[src/rtl/assert_macros.svh]
// assertion macros used by the top level rtl file
`ifndef ASSERT_MACROS_SVH
`define ASSERT_MACROS_SVH

// condition must hold at every clock edge outside reset
`define TMC_ASSERT_ALWAYS(label, cond, msg) \
   label: assert property (@(posedge clock) disable iff (reset) (cond)) else $error(msg);

// consequent must hold in the cycle after the antecedent
`define TMC_ASSERT_NEXT(label, ante, cons, msg) \
   label: assert property (@(posedge clock) disable iff (reset) (ante) |=> (cons)) else $error(msg);

`endif

[src/rtl/tmc_pkg.sv]
// types, constants and helper functions of the time window median clamp block
package tmc_pkg;

   localparam int Depth    = 32;
   localparam int SlotW    = $clog2(Depth);
   localparam int CntW     = $clog2(Depth + 1);
   localparam int SumW     = CntW + 1;
   localparam int DataW    = 32;
   localparam int CountW   = 6;
   localparam int LimitW   = 31;
   localparam int CsrIdxW  = 1;

   localparam logic [DataW-1:0]  WindowReset = 32'd1000000;
   localparam logic [LimitW-1:0] LimitReset  = 31'h7fff_ffff;

   typedef logic [SlotW-1:0] slot_type;
   typedef logic [CntW-1:0]  cnt_type;

   typedef enum logic [CsrIdxW-1:0] {
      CSR_WINDOW_TICKS = 1'b0,
      CSR_CLAMP_LIMIT  = 1'b1
   } csr_index_type;

   typedef struct packed {
      logic        [DataW-1:0] stamp;
      logic signed [DataW-1:0] sample_value;
   } req_type;

   typedef struct packed {
      logic signed [DataW-1:0]  filtered_value;
      logic        [CountW-1:0] window_count;
   } rsp_type;

   typedef struct packed {
      logic clear;
      logic load;
      logic cmp;
   } rank_ctl_type;

   typedef enum logic [3:0] {
      ST_IDLE,
      ST_WRITE,
      ST_EV_RD,
      ST_EV_CHK,
      ST_C_RD,
      ST_C_LD,
      ST_COUNT,
      ST_EVAL,
      ST_MEDIAN,
      ST_DONE
   } state_type;

   // ring index of base + off, with base below Depth and off at most Depth
   function automatic slot_type slot_add(slot_type base, cnt_type off);
      logic [SumW-1:0] sum;
      sum = SumW'(base) + SumW'(off);
      if (sum >= SumW'(Depth)) begin
         sum = sum - SumW'(Depth);
      end
      return sum[SlotW-1:0];
   endfunction

   // symmetric clamp of a 33 bit signed value
   function automatic logic signed [DataW-1:0] clamp_val(logic signed [DataW:0] v,
                                                          logic [LimitW-1:0] lim);
      logic signed [DataW:0] pos;
      logic signed [DataW:0] neg;
      logic signed [DataW:0] r;
      pos = $signed({2'b00, lim});
      neg = -pos;
      if (v > pos) begin
         r = pos;
      end else if (v < neg) begin
         r = neg;
      end else begin
         r = v;
      end
      return r[DataW-1:0];
   endfunction

endpackage

[src/rtl/time_window_median_clamp_top.sv]
// time window median clamp: sequencer, ring memories and rank counter
// the first item after reset is only clamped; each later item is written to the ring, then
// expired entries are evicted from the oldest, then candidates are ranked one at a time by the
// single compare walking the value ram until both middle values are found
// one item at a time: req_ready is low from accept until the result is in the output register
// reset (synchronous, active high) empties the ring and restores register defaults
`include "assert_macros.svh"

module time_window_median_clamp_top (
   input  logic                                clock,
   input  logic                                reset,
   input  logic                                req_valid,
   output logic                                req_ready,
   input  tmc_pkg::req_type                    req_data,
   output logic                                rsp_valid,
   input  logic                                rsp_ready,
   output tmc_pkg::rsp_type                    rsp_data,
   input  logic                                csr_valid,
   output logic                                csr_ready,
   input  tmc_pkg::csr_index_type              csr_index,
   input  logic [tmc_pkg::DataW-1:0]           csr_wdata
);
   import tmc_pkg::*;

   state_type               state_ff, state_in;
   logic                    started_ff, started_in;
   cnt_type                 held_ff, held_in;
   slot_type                oldest_ff, oldest_in;
   logic [DataW-1:0]        window_ff, window_in;
   logic [LimitW-1:0]       limit_ff, limit_in;
   logic [DataW-1:0]        t_ff, t_in;
   logic signed [DataW-1:0] v_ff, v_in;
   cnt_type                 ci_ff, ci_in;
   cnt_type                 ja_ff, ja_in;
   logic                    pend_ff, pend_in;
   logic signed [DataW-1:0] lo_ff, lo_in;
   logic signed [DataW-1:0] hi_ff, hi_in;
   logic                    found_lo_ff, found_lo_in;
   logic                    found_hi_ff, found_hi_in;
   rsp_type                 res_ff, res_in;
   logic                    rsp_valid_ff, rsp_valid_in;
   rsp_type                 rsp_data_ff, rsp_data_in;

   logic                    wr_en;
   slot_type                wr_slot;
   slot_type                val_rd_slot;
   logic [DataW-1:0]        time_rd;
   logic [DataW-1:0]        val_rd;
   rank_ctl_type            rank_ctl;
   logic signed [DataW-1:0] cand;
   cnt_type                 less;
   cnt_type                 leq;
   cnt_type                 k_lo;
   cnt_type                 k_hi;
   logic [DataW-1:0]        age;
   logic signed [DataW:0]   mid_sum;
   logic signed [DataW:0]   median;
   logic                    req_acc;

   assign req_ready = (state_ff == ST_IDLE);
   assign req_acc   = req_valid & req_ready;
   assign csr_ready = 1'b1;
   assign rsp_valid = rsp_valid_ff;
   assign rsp_data  = rsp_data_ff;

   assign wr_en       = (state_ff == ST_WRITE);
   assign wr_slot     = slot_add(oldest_ff, held_ff);
   assign val_rd_slot = slot_add(oldest_ff, (state_ff == ST_C_RD) ? ci_ff : ja_ff);

   assign k_lo    = (held_ff - cnt_type'(1)) >> 1;
   assign k_hi    = held_ff >> 1;
   assign age     = t_ff - time_rd;
   assign mid_sum = {lo_ff[DataW-1], lo_ff} + {hi_ff[DataW-1], hi_ff};
   assign median  = mid_sum >>> 1;

   tmc_ram #(.Width(DataW), .Depth(Depth)) u_time_ram (
      .clock   (clock),
      .wr_en   (wr_en),
      .wr_addr (wr_slot),
      .wr_data (t_ff),
      .rd_addr (oldest_ff),
      .rd_data (time_rd)
   );

   tmc_ram #(.Width(DataW), .Depth(Depth)) u_value_ram (
      .clock   (clock),
      .wr_en   (wr_en),
      .wr_addr (wr_slot),
      .wr_data (v_ff),
      .rd_addr (val_rd_slot),
      .rd_data (val_rd)
   );

   tmc_rank u_rank (
      .clock (clock),
      .ctl   (rank_ctl),
      .data  ($signed(val_rd)),
      .cand  (cand),
      .less  (less),
      .leq   (leq)
   );

   always_comb begin
      state_in     = state_ff;
      started_in   = started_ff;
      held_in      = held_ff;
      oldest_in    = oldest_ff;
      window_in    = window_ff;
      limit_in     = limit_ff;
      t_in         = t_ff;
      v_in         = v_ff;
      ci_in        = ci_ff;
      ja_in        = ja_ff;
      pend_in      = pend_ff;
      lo_in        = lo_ff;
      hi_in        = hi_ff;
      found_lo_in  = found_lo_ff;
      found_hi_in  = found_hi_ff;
      res_in       = res_ff;
      rsp_valid_in = rsp_valid_ff & ~rsp_ready;
      rsp_data_in  = rsp_data_ff;
      rank_ctl     = '0;

      if (csr_valid & csr_ready) begin
         case (csr_index)
            CSR_WINDOW_TICKS: window_in = csr_wdata;
            CSR_CLAMP_LIMIT:  limit_in  = csr_wdata[LimitW-1:0];
            default:          ;
         endcase
      end

      case (state_ff)
         ST_IDLE: begin
            if (req_acc) begin
               t_in = req_data.stamp;
               v_in = req_data.sample_value;
               if (!started_ff) begin
                  // first item only gets clamped
                  started_in = 1'b1;
                  res_in.filtered_value = clamp_val({req_data.sample_value[DataW-1],
                                                     req_data.sample_value}, limit_ff);
                  res_in.window_count   = '0;
                  state_in = ST_DONE;
               end else begin
                  if (held_ff == cnt_type'(Depth)) begin
                     oldest_in = slot_add(oldest_ff, cnt_type'(1));
                     held_in   = cnt_type'(Depth - 1);
                  end
                  state_in = ST_WRITE;
               end
            end
         end
         ST_WRITE: begin
            held_in  = held_ff + cnt_type'(1);
            state_in = ST_EV_RD;
         end
         ST_EV_RD: begin
            state_in = ST_EV_CHK;
         end
         ST_EV_CHK: begin
            if ((held_ff != '0) && (age > window_ff)) begin
               oldest_in = slot_add(oldest_ff, cnt_type'(1));
               held_in   = held_ff - cnt_type'(1);
               state_in  = ST_EV_RD;
            end else if (held_ff == '0) begin
               res_in.filtered_value = '0;
               res_in.window_count   = '0;
               state_in = ST_DONE;
            end else begin
               ci_in       = '0;
               found_lo_in = 1'b0;
               found_hi_in = 1'b0;
               state_in    = ST_C_RD;
            end
         end
         ST_C_RD: begin
            state_in = ST_C_LD;
         end
         ST_C_LD: begin
            rank_ctl.load  = 1'b1;
            rank_ctl.clear = 1'b1;
            ja_in    = '0;
            pend_in  = 1'b0;
            state_in = ST_COUNT;
         end
         ST_COUNT: begin
            // read of entry ja goes out while the previous one is compared
            rank_ctl.cmp = pend_ff;
            if (ja_ff < held_ff) begin
               ja_in   = ja_ff + cnt_type'(1);
               pend_in = 1'b1;
            end else begin
               pend_in = 1'b0;
               if (!pend_ff) begin
                  state_in = ST_EVAL;
               end
            end
         end
         ST_EVAL: begin
            if ((less <= k_lo) && (k_lo < leq)) begin
               lo_in       = cand;
               found_lo_in = 1'b1;
            end
            if ((less <= k_hi) && (k_hi < leq)) begin
               hi_in       = cand;
               found_hi_in = 1'b1;
            end
            if ((found_lo_ff || ((less <= k_lo) && (k_lo < leq))) &&
                (found_hi_ff || ((less <= k_hi) && (k_hi < leq)))) begin
               state_in = ST_MEDIAN;
            end else begin
               ci_in    = ci_ff + cnt_type'(1);
               state_in = ST_C_RD;
            end
         end
         ST_MEDIAN: begin
            res_in.filtered_value = clamp_val(median, limit_ff);
            res_in.window_count   = CountW'(held_ff);
            state_in = ST_DONE;
         end
         ST_DONE: begin
            if (!rsp_valid_ff || rsp_ready) begin
               rsp_data_in  = res_ff;
               rsp_valid_in = 1'b1;
               state_in     = ST_IDLE;
            end
         end
         default: begin
            state_in = ST_IDLE;
         end
      endcase
   end

   always_ff @(posedge clock) begin
      if (reset) begin
         state_ff     <= ST_IDLE;
         started_ff   <= 1'b0;
         held_ff      <= '0;
         oldest_ff    <= '0;
         window_ff    <= WindowReset;
         limit_ff     <= LimitReset;
         rsp_valid_ff <= 1'b0;
      end else begin
         state_ff     <= state_in;
         started_ff   <= started_in;
         held_ff      <= held_in;
         oldest_ff    <= oldest_in;
         window_ff    <= window_in;
         limit_ff     <= limit_in;
         rsp_valid_ff <= rsp_valid_in;
      end
   end

   always_ff @(posedge clock) begin
      t_ff        <= t_in;
      v_ff        <= v_in;
      ci_ff       <= ci_in;
      ja_ff       <= ja_in;
      pend_ff     <= pend_in;
      lo_ff       <= lo_in;
      hi_ff       <= hi_in;
      found_lo_ff <= found_lo_in;
      found_hi_ff <= found_hi_in;
      res_ff      <= res_in;
      rsp_data_ff <= rsp_data_in;
   end

   `TMC_ASSERT_ALWAYS(a_held_bound, held_ff <= cnt_type'(Depth), "held count beyond ring depth")
   `TMC_ASSERT_ALWAYS(a_cand_in_window, (state_ff != ST_C_RD) || (ci_ff < held_ff), "candidate index past held entries")
   `TMC_ASSERT_ALWAYS(a_median_found, (state_ff != ST_MEDIAN) || (found_lo_ff && found_hi_ff), "median taken before both middle values found")
   `TMC_ASSERT_NEXT(a_busy_after_accept, req_valid && req_ready, !req_ready, "item accepted while still busy")

endmodule

[src/rtl/tmc_ram.sv]
// generic single write, single read ram with registered read data
module tmc_ram #(
   parameter int Width = 32,
   parameter int Depth = 32
) (
   input  logic                     clock,
   input  logic                     wr_en,
   input  logic [$clog2(Depth)-1:0] wr_addr,
   input  logic [Width-1:0]         wr_data,
   input  logic [$clog2(Depth)-1:0] rd_addr,
   output logic [Width-1:0]         rd_data
);

   logic [Width-1:0] mem_ff [Depth];
   logic [Width-1:0] rd_data_ff;

   always_ff @(posedge clock) begin
      if (wr_en) begin
         mem_ff[wr_addr] <= wr_data;
      end
      rd_data_ff <= mem_ff[rd_addr];
   end

   assign rd_data = rd_data_ff;

endmodule

[src/rtl/tmc_rank.sv]
// rank counter: one shared signed compare that counts values below and at a candidate
module tmc_rank (
   input  logic                              clock,
   input  tmc_pkg::rank_ctl_type             ctl,
   input  logic signed [tmc_pkg::DataW-1:0]  data,
   output logic signed [tmc_pkg::DataW-1:0]  cand,
   output tmc_pkg::cnt_type                  less,
   output tmc_pkg::cnt_type                  leq
);
   import tmc_pkg::*;

   logic signed [DataW-1:0] cand_ff, cand_in;
   cnt_type                 less_ff, less_in;
   cnt_type                 leq_ff, leq_in;
   logic                    is_lt;
   logic                    is_eq;

   assign is_lt = data < cand_ff;
   assign is_eq = data == cand_ff;

   always_comb begin
      cand_in = cand_ff;
      less_in = less_ff;
      leq_in  = leq_ff;
      if (ctl.load) begin
         cand_in = data;
      end
      if (ctl.clear) begin
         less_in = '0;
         leq_in  = '0;
      end else if (ctl.cmp) begin
         less_in = less_ff + cnt_type'(is_lt);
         leq_in  = leq_ff + cnt_type'(is_lt | is_eq);
      end
   end

   always_ff @(posedge clock) begin
      cand_ff <= cand_in;
      less_ff <= less_in;
      leq_ff  <= leq_in;
   end

   assign cand = cand_ff;
   assign less = less_ff;
   assign leq  = leq_ff;

endmodule

[config.mk]
export PLATFORM = sky130hd
export DESIGN_NAME = time_window_median_clamp_top
export DESIGN_NICKNAME = d
export VERILOG_FILES = /design/src/rtl/tmc_pkg.sv /design/src/rtl/time_window_median_clamp_top.sv /design/src/rtl/tmc_ram.sv /design/src/rtl/tmc_rank.sv
export VERILOG_INCLUDE_DIRS = /design/src /design/src/rtl
export SDC_FILE = /design/constraint.sdc
export NUM_CORES = 2
export LEC_CHECK = 0
export BUFFER_PORTS_ARGS = -buffer_cell sky130_fd_sc_hd__clkbuf_2
export CORE_MARGIN = 4
export CORE_UTILIZATION = 35
export DETAILED_ROUTE_END_ITERATION = 7
export GPL_TIMING_DRIVEN = 0
export HOLD_SLACK_MARGIN = 0.03
export RECOVER_POWER = 100
export SKIP_LAST_GASP = 1
export SLEW_MARGIN = 5
export SYNTH_ARGS = -nofsm -noshare
export SYNTH_HDL_FRONTEND = slang
export SYNTH_SLANG_ARGS = --single-unit
[constraint.sdc]
create_clock -name clock -period 6.9 [get_ports clock]
set_clock_uncertainty 0.1 [all_clocks]
set_input_delay 0.69 -clock clock [delete_from_list [all_inputs] [get_ports clock]]
set_output_delay 0.69 -clock clock [all_outputs]
set_load 0.005 [all_outputs]
==> summary.md <==
| Metric | Value |
|---|---|
| Area after DPL | 110000 sq um |
| Core Rows | 197 |
| Initial Util | 35.2% |
| Antenna Nets Post-Route | 0 |
| Clk root buf | clkbuf_16 |
| Clk_lat worst skew | 0.92 ns |
| Failing checks | max-capacitance violations, max-slew violations |
| Period minus WS final | 6.86 ns |
| Vias | 57000 |
| Sequential Area | 72100 sq um |
| Drc violations | 0 |
| Crit Path Max Fanout | 11 |
| GPL Wtd Cong | 0.911 |
| Clock H-tree levels | 5 |
| Sequential fraction of the synthesis area | 71.2% |
| Setup TNS | 0 ns |
| Main synth FF type | edfxtp_1 |
| Vias per cell | 5.51 |
| Number of buffers on the longest clock path | 4 |
| Status | complete, but fails checks |
| Post-synth top area cell | edfxtp_1 |
| Fin area | 117000 sq um |
| DRT Wirelength | 303 mm |
| GRT Total Usage | 19.9% |
| Net Count, Synth | 6094 |
| Synth top area share | 68.1% |
| Startpoint types | flop |
| Max IR drop VDD | 324 uV |
| Inserted Clock Buffers | 279 |
| GR Overflow Total | 0 |
| WP data required | 7.53 ns |
| Number of synthesized flops with an enable pin | 2298 |
| DIE AREA | 298000 sq um |
| CTS sink cnt | 2454 |
| Die width | 546 um |
| Cell Area, Synth | 101000 sq um |
| CTS clock-pin slew for the worst setup and hold paths | 0.06 ns |
| Final hold violations | 0 |
| Initial antenna violation count | 27 |
| Yosys warnings | 0 |
| Top Layer Used | met5 |
| CP arrival | 7.49 ns |
| Wirelength per Cell | 29.3 um |
| Port-buffer cells | 140 |
| Core area | 288000 sq um |
| Area Growth Syn to Fin | 15.1% |
| DP Wirelength | 213 mm |
| CP endpoint kind | flop |
| Worst Max-Slew Pin Slew | 2.58 ns |
| Power density over the cells | 373 nW/um^2 |
| CTS tree | done |
| Critical path class | flop to flop |
| Met2 wire length | 143 mm |
| Synth Instances | 5694 |
| Syn_area_per_cell | 17.8 sq um |
| Number of I/O pins | 143 |
| Vias in the first global route | 57100 |
| Largest net degree at the start of global routing | 35 |
| Ys async rst share | 0% |
| Hold Crit Class | primary input to flop |
| Most common cell in the netlist | edfxtp_1 |
| Design Power | 43.5 mW |
| Drt pass-1 iters | 5 |
| Fillers | 25900 |
| Share of cells above drive strength 1 | 16.6% |
| Top post-synthesis cells by area | edfxtp_1, mux4_2, ha_1, dfxtp_1, nand2_1 |
| Die span in y | 546 um |
| Final period util | 99.4% |
| Nets | 6743 |
| Footprint of the multi-input gates | 27600 sq um |
| Final setup vio count | 0 |
| Initial detailed-routing violation count | 6468 |
| Unrepaired setup endpoints after global routing | no |
| Synth Register Bits | 2454 |
| Synth cell types | 95 |
| Max-cap violations | 115 |
| Max-slew violations | 2071 |
| Fmax | 0.146 GHz |
| Leak | 38.6 nW |
| Met3 Wirelength | 24.0 mm |
| Relative slew slack | -71.9% |
| First-pass GRT wire length | 426 mm |
| Commonest cells in the netlist | edfxtp_1, mux4_2, nand2_1 |
| Met1 WL | 123 mm |
[final timing paths]
kind | to | startpoint | cells past startpoint | slack (ns)
setup / recovery | u_value_ram.rd_data[30]$_DFF_P_ | oldest_ff[1]$_SDFFE_PP0P_ | 12 | 0.04
hold / removal | rsp_valid$_SDFF_PP0_ | rsp_ready | 4 | 0.10
setup reg to reg | u_value_ram.rd_data[30]$_DFF_P_ | oldest_ff[1]$_SDFFE_PP0P_ | 12 | 0.04
hold reg to reg | rsp_data[29]$_DFFE_PP_ | res_ff[29]$_DFFE_PP_ | 0 | 0.32
[layout make-up]
class	instances	area share (%)
Antenna cell	9	0.0193
Timing Repair Buffer	369	1.72
Tap cell	3781	4.05
Inverter	193	0.621
Multi-Input combinational cell	2801	23.6
Sequential cell	2454	61.8
Clock buffer	362	6.55
Clock inverter	117	0.746
Buffer	245	0.826
[power breakdown]
group / switching, mW / internal (mW) / total [mW]
clock: 5.78 / 8.18 / 14.0
sequential: 1.01 / 18.1 / 19.1
combinational: 6.27 / 4.14 / 10.4
[placed cells by master, fill, tap and decap left out, types with 41 or more instances in the layout]
master,netlist,final
clkbuf_2,1,49
edfxtp_1,2298,2298
o21ai_0,91,117
a211o_1,43,43
clkinv_1,1,52
nor2_1,170,168
and3_1,50,50
xnor2_1,86,85
a21oi_1,166,165
dfxtp_1,156,156
nand4_1,45,45
nand2_1,540,540
nand3_1,210,210
clkbuf_1,176,486
inv_1,192,192
clkinv_2,0,41
dlygate4sd3_1,0,72
a21o_1,74,74
mux4_2,576,576
clkbuf_16,0,290
ha_1,294,294
[repair_timing]
| item | in CTS | in global routing |
|---|---|---|
| cloned | 0 | 0 |
| pin swaps | 1 | 0 |
| setup buffers | 3 | 23 |
| resized for setup | 7 | 5 |
| setup endpoints to repair | 42 | 20 |
| hold buffers | 72 | 0 |
| hold endpoints to repair | 72 | 0 |
[flip-flops by register name, summed over array words and instances, names as in the netlist, 38 cells and up]
| register | cells |
|---|---|
| rsp_data | 38 |
| res_ff | 38 |
| u_value_ram.mem_ff | 1024 |
| u_time_ram.mem_ff | 1024 |
[layer usage]
metal | vias to the layer above | GRT usage (%)
met5 | - | 0
met4 | 6 | 7.03
met3 | 518 | 3.53
met2 | 2608 | 32.3
met1 | 29900 | 26.9
li1 | 24000 | -
[cell families after synthesis]
logic type      synth area share, %
simple gates                   5.18
other cells                 0.00370
fa+ha+maj                      3.71
compound gates                 3.88
xor+xnor                       1.06
flops                          71.2
mux                            13.3
buf+inv                        1.66
[worst max-delay path, stage by stage (launching register included)]
cell      delay (ns)
dfxtp_1         0.82
clkbuf_1        0.45
clkbuf_1        0.86
clkbuf_2        0.57
inv_1           0.21
fa_1            0.92
clkbuf_1        0.86
clkbuf_1        0.67
mux4_2          0.35
nand2_1         0.07
nand3_1         0.13
nand2_1         0.05
o21ai_0         0.58
[per-stage QoR]
step                      util [%]  worst slack, ns  instances  hold WS [ns]
after detailed placement      38.0            -1.08       9744         0.307
final                         40.5           0.0436      10300         0.103
after floorplan                  -            0.956       5694         0.300
after global placement        37.1            -3.66       9615         0.308
after global routing          40.5           0.0283      10300        0.0600
after CTS                     41.2           0.0456      10300        0.0399
(Power assumes the default switching activity.)
